[src/rtl/core/mprb_state_ram.sv]
// per pipe pointer and count table, one write and one registered read per cycle
module mprb_state_ram #(
    parameter int DEPTH  = 16,
    parameter int ADDR_W = 4,
    parameter int WORD_W = 37
) (
    input  logic              clk,
    input  logic              wr_en,
    input  logic [ADDR_W-1:0] waddr,
    input  logic [WORD_W-1:0] wdata,
    input  logic [ADDR_W-1:0] raddr,
    output logic [WORD_W-1:0] rdata
);

    logic [WORD_W-1:0] mem [DEPTH];

    always_ff @(posedge clk)
    begin
        if (wr_en)
        begin
            mem[waddr] <= wdata;
        end
        rdata <= mem[raddr];
    end

endmodule

[config.mk]
export PLATFORM = sky130hd
export DESIGN_NAME = mprb_state_ram
export DESIGN_NICKNAME = d
export VERILOG_FILES = /design/src/rtl/core/mprb_state_ram.sv
export SDC_FILE = /design/constraint.sdc
export NUM_CORES = 1
export LEC_CHECK = 0
export ABC_AREA = 1
export BUFFER_PORTS_ARGS = -buffer_cell sky130_fd_sc_hd__buf_2
export CORE_UTILIZATION = 35
export CTS_CLUSTER_SIZE = 10
export DETAILED_ROUTE_END_ITERATION = 10
export PLACE_DENSITY = 0.64
export SLEW_MARGIN = 10
export SYNTH_ARGS = -nofsm -noshare
export SYNTH_HDL_FRONTEND = slang
export SYNTH_SLANG_ARGS = --single-unit
[constraint.sdc]
create_clock -name clk -period 2.4 [get_ports clk]
set_input_delay 0.24 -clock clk [delete_from_list [all_inputs] [get_ports clk]]
set_output_delay 0.24 -clock clk [all_outputs]
set_load 0.02 [all_outputs]
; ---- After elaboration in Yosys (flattened, before gate mapping)
; Memories as Yosys holds them, arrays and structs flattened. A register that Yosys moved wholly into a read port is not among the register bits.
; Cells that the tools add are included.
[word_totals]
wordCells = 3
mem_count = 1
inputBits = 47
mem_bits_rw = 592
register_bits = 0
out_inout_bits = 37
[memory_table]
columns = name, depth, width, read_ports, rd_ports_with_merged_regs, write_ports, line
row1 = mem, 16, 37, 1, 1, 1, 15  ; logic [WORD_W-1:0] mem [DEPTH];
[op_classes]
mux = 2
[op_table]
columns = cell, count
row1 = 2-to-1 mux 1 bit, 2

; ---- Longest topological paths before layout
[depth]
depth_word = 2
ltp_mapped = 10
ltp_nobuf = 7

; ---- Worst setup path before layout
; OpenSTA, ideal clock, no wires.
[synth_timing]
path_kind = in2reg
from = input waddr[2]
to = memory mem[10][0] (enable)
arrival_time_ns = 2.018
path_buffers = 0
setup_time_ns = 0.431
required_time_ns = 1.969
path_stages = 2
path_slack_ns = -0.049
path_cell_list = nand3b_1 nor2_1
[synth_rtl]
columns = element, line
row1 = "start, declared", 9  ; input logic [ADDR_W-1:0] waddr,
row2 = "end, declared", 15
; Straight into the memory's write port.

; ---- Worst setup path after layout
[layout_timing]
from = register rdata[17], read port of mem
to = output rdata[17]
[layout_rtl]
columns = element, line
row1 = "start, declared", 12  ; output logic [WORD_W-1:0] rdata
; No word-level cell between the ends.

==> out/metrics.csv <==
metric,value,unit
hpwl dp,31600,µm
Logic pwr share,0.063,
placer congestion estimate,0.744,
core footprint,73600,µm²
vias in the first global route,15800,
library cells used by synthesis,15,
Worst Setup Start Kind,flop,
Sequential Power Share,0.519,
Switching Share,0.220,
layout cell share with drive strength beyond 1,0.0865,
unrepaired setup endpoints after global routing,no,
Max Fclk,664,MHz
"most common cell after layout, fill and taps aside",nand2_1,
clk_skew,0.0109,ns
Synth Area per Inst,10.7,µm²
die area,76000,µm²
Initial Util,0.356,
LEAKAGE,12.6,nW
Antenna diodes,0,
width of the die,276,µm
post-CTS sizing,0,
Critical Path Slowest Stage Cell,dfxtp_1,
Post-Syn Instances,2446,
Placed Instance Area,27900,µm²
clk slew on worst S/H paths,0.06,ns
#FFs+latches synth,629,
synthesized cell area,26200,µm²
Sw Pwr,5.24,mW
Via-to-Cell Ratio,4.68,
fin crit period,1.51,ns
synth warn,0,
TritonCTS clock tree,yes,
first-pass GRT wire length,93100,µm
most frequent cells in the layout,"nand2_1 (782), edfxtp_1 (592), inv_1 (446)",
final setup violation count,0,
critical path cell sequence,buf_2,
Setup CP Type,flop to output port,
IO Pins,84,
total congestion overflow,0,
Bufs and invs on worst path,1,
CTS Buf Count,72,
post-cts hold buffer count,3,
max cap viols,0,
Initial DRT Pass Iterations,6,
Max clock buf depth,3,
Max transition margin,0.425,
Hold WC Path Type,input pin to flop,
Sink Count,629,
largest net degree at the start of global routing,149,
via count,16600,
Post-Syn Nets,2493,
DRC viols,0,
CP arrival,1.27,ns
Post-Layout Cell Count,3536,
cell area after layout,30000,µm²
Fin. Hold Viols,0,
Cell Rows,99,
Critical Path Sink Type,output port,
CP max stage delay,0.45,ns
fin crit share,0.627,
pins over their slew limit,0,
worst path required time,2.16,ns
initial antenna violation count,2,
H-Tree Level Count,3,
Synth-to-Final Area Change,14.5,%
Overall Global Routing Usage,0.161,
Die H,276,µm
antenna-violating nets left,0,
maximum fanout along the worst path,1,
Top Family by Delay on Critical Path,flip-flops,
Avg WL per Cell,17.2,µm
clock power share,0.418,
initial DRC count,1469,
VDD IR max,0.000473,V
Post-Place Cells,3408,
Routed Wire Length,60600,µm
I/O Buffers,83,
Least-Margin Pin Slew,0.863,ns
outcome,completed,
post-synthesis sequential area ratio,0.707,
cell internal pwr,18.6,mW
root buf cell,clkbuf_16,
Pwr per Cell Area,795,nW/µm²
postcts setup bufs,0,
worst skew pair latency,0.60,ns
nets@finish,2573,
-- Yosys cell counts --
cell / n / area (µm²)
nand2_1: 782 / 2940
buf_4: 10 / 75.1
buf_8: 1 / 15.0
inv_1: 447 / 1680
inv_2: 2 / 7.51
buf_6: 23 / 259
clkbuf_1: 14 / 52.6
edfxtp_1: 592 / 17800
inv_6: 1 / 8.76
nor2_1: 17 / 63.8
dfxtp_1: 37 / 741
buf_1: 12 / 45.0
nand3_1: 445 / 2230
nand3b_1: 2 / 15.0
buf_2: 61 / 305
-- flip-flops by register name (all words and copies together), names as in the netlist --
register,cells
mem,592
rdata,37
-- power by group through the flow --
stage               registers (mW)  clock network (mW)  logic (mW)
finish                        12.4                9.98        1.49
floorplan                     12.7                   0       0.825
global route                  12.4                10.6        1.66
global placement              12.6                   0        1.48
CTS                           12.4                10.2        1.51
detailed placement            12.6                   0        1.50
-- layer usage --
layer / up-vias / share of wire / GRT usage
met5: - / 0 / 0
met4: 0 / 0.021 / 0.0526
li1: 8046 / - / -
met1: 7941 / 0.45 / 0.224
met3: 85 / 0.063 / 0.0266
met2: 488 / 0.46 / 0.254
-- per-stage QoR --
step	TNS, ns	worst slack (ns)	utilization	hold slack (ns)	power [mW]
floorplan	-18.99	-0.0493	-	0.339	13.5
global placement	0	0.627	0.379	0.623	14.1
detailed placement	0	0.566	0.379	0.627	14.1
CTS	0	0.893	0.408	0.000297	24.1
global route	0	0.847	0.408	0.0157	24.7
finish	0	0.894	0.408	0.0290	23.9
-- cell type report --
type | count | area (µm²)
repair buffers | 127 | 1110
well taps | 959 | 1200
fillers | 6896 | 43600
inverters | 450 | 1700
flip-flops and latches | 629 | 18500
clock buffers | 123 | 2100
multi-input cells | 1246 | 5360
clock inverters | 2 | 17.5
-- worst paths after layout --
kind / slack, ns / depth (start not counted) / end / startpoint
max: 0.89 / 1 / rdata[17] / rdata[17]
max reg2reg: 1.30 / 6 / rdata[28] / mem[10][28]
min reg2reg: 0.66 / 6 / rdata[17] / mem[10][17]
min: 0.03 / 1 / mem[13][9] / wdata[9]
-- cells by family after synthesis --
kind of cell | Yosys count | share of synthesized area
buffers and inverters | 571 | 0.0933
AND/OR/NAND/NOR | 1246 | 0.200
flip-flops | 629 | 0.707
(Power assumes the default switching activity.)
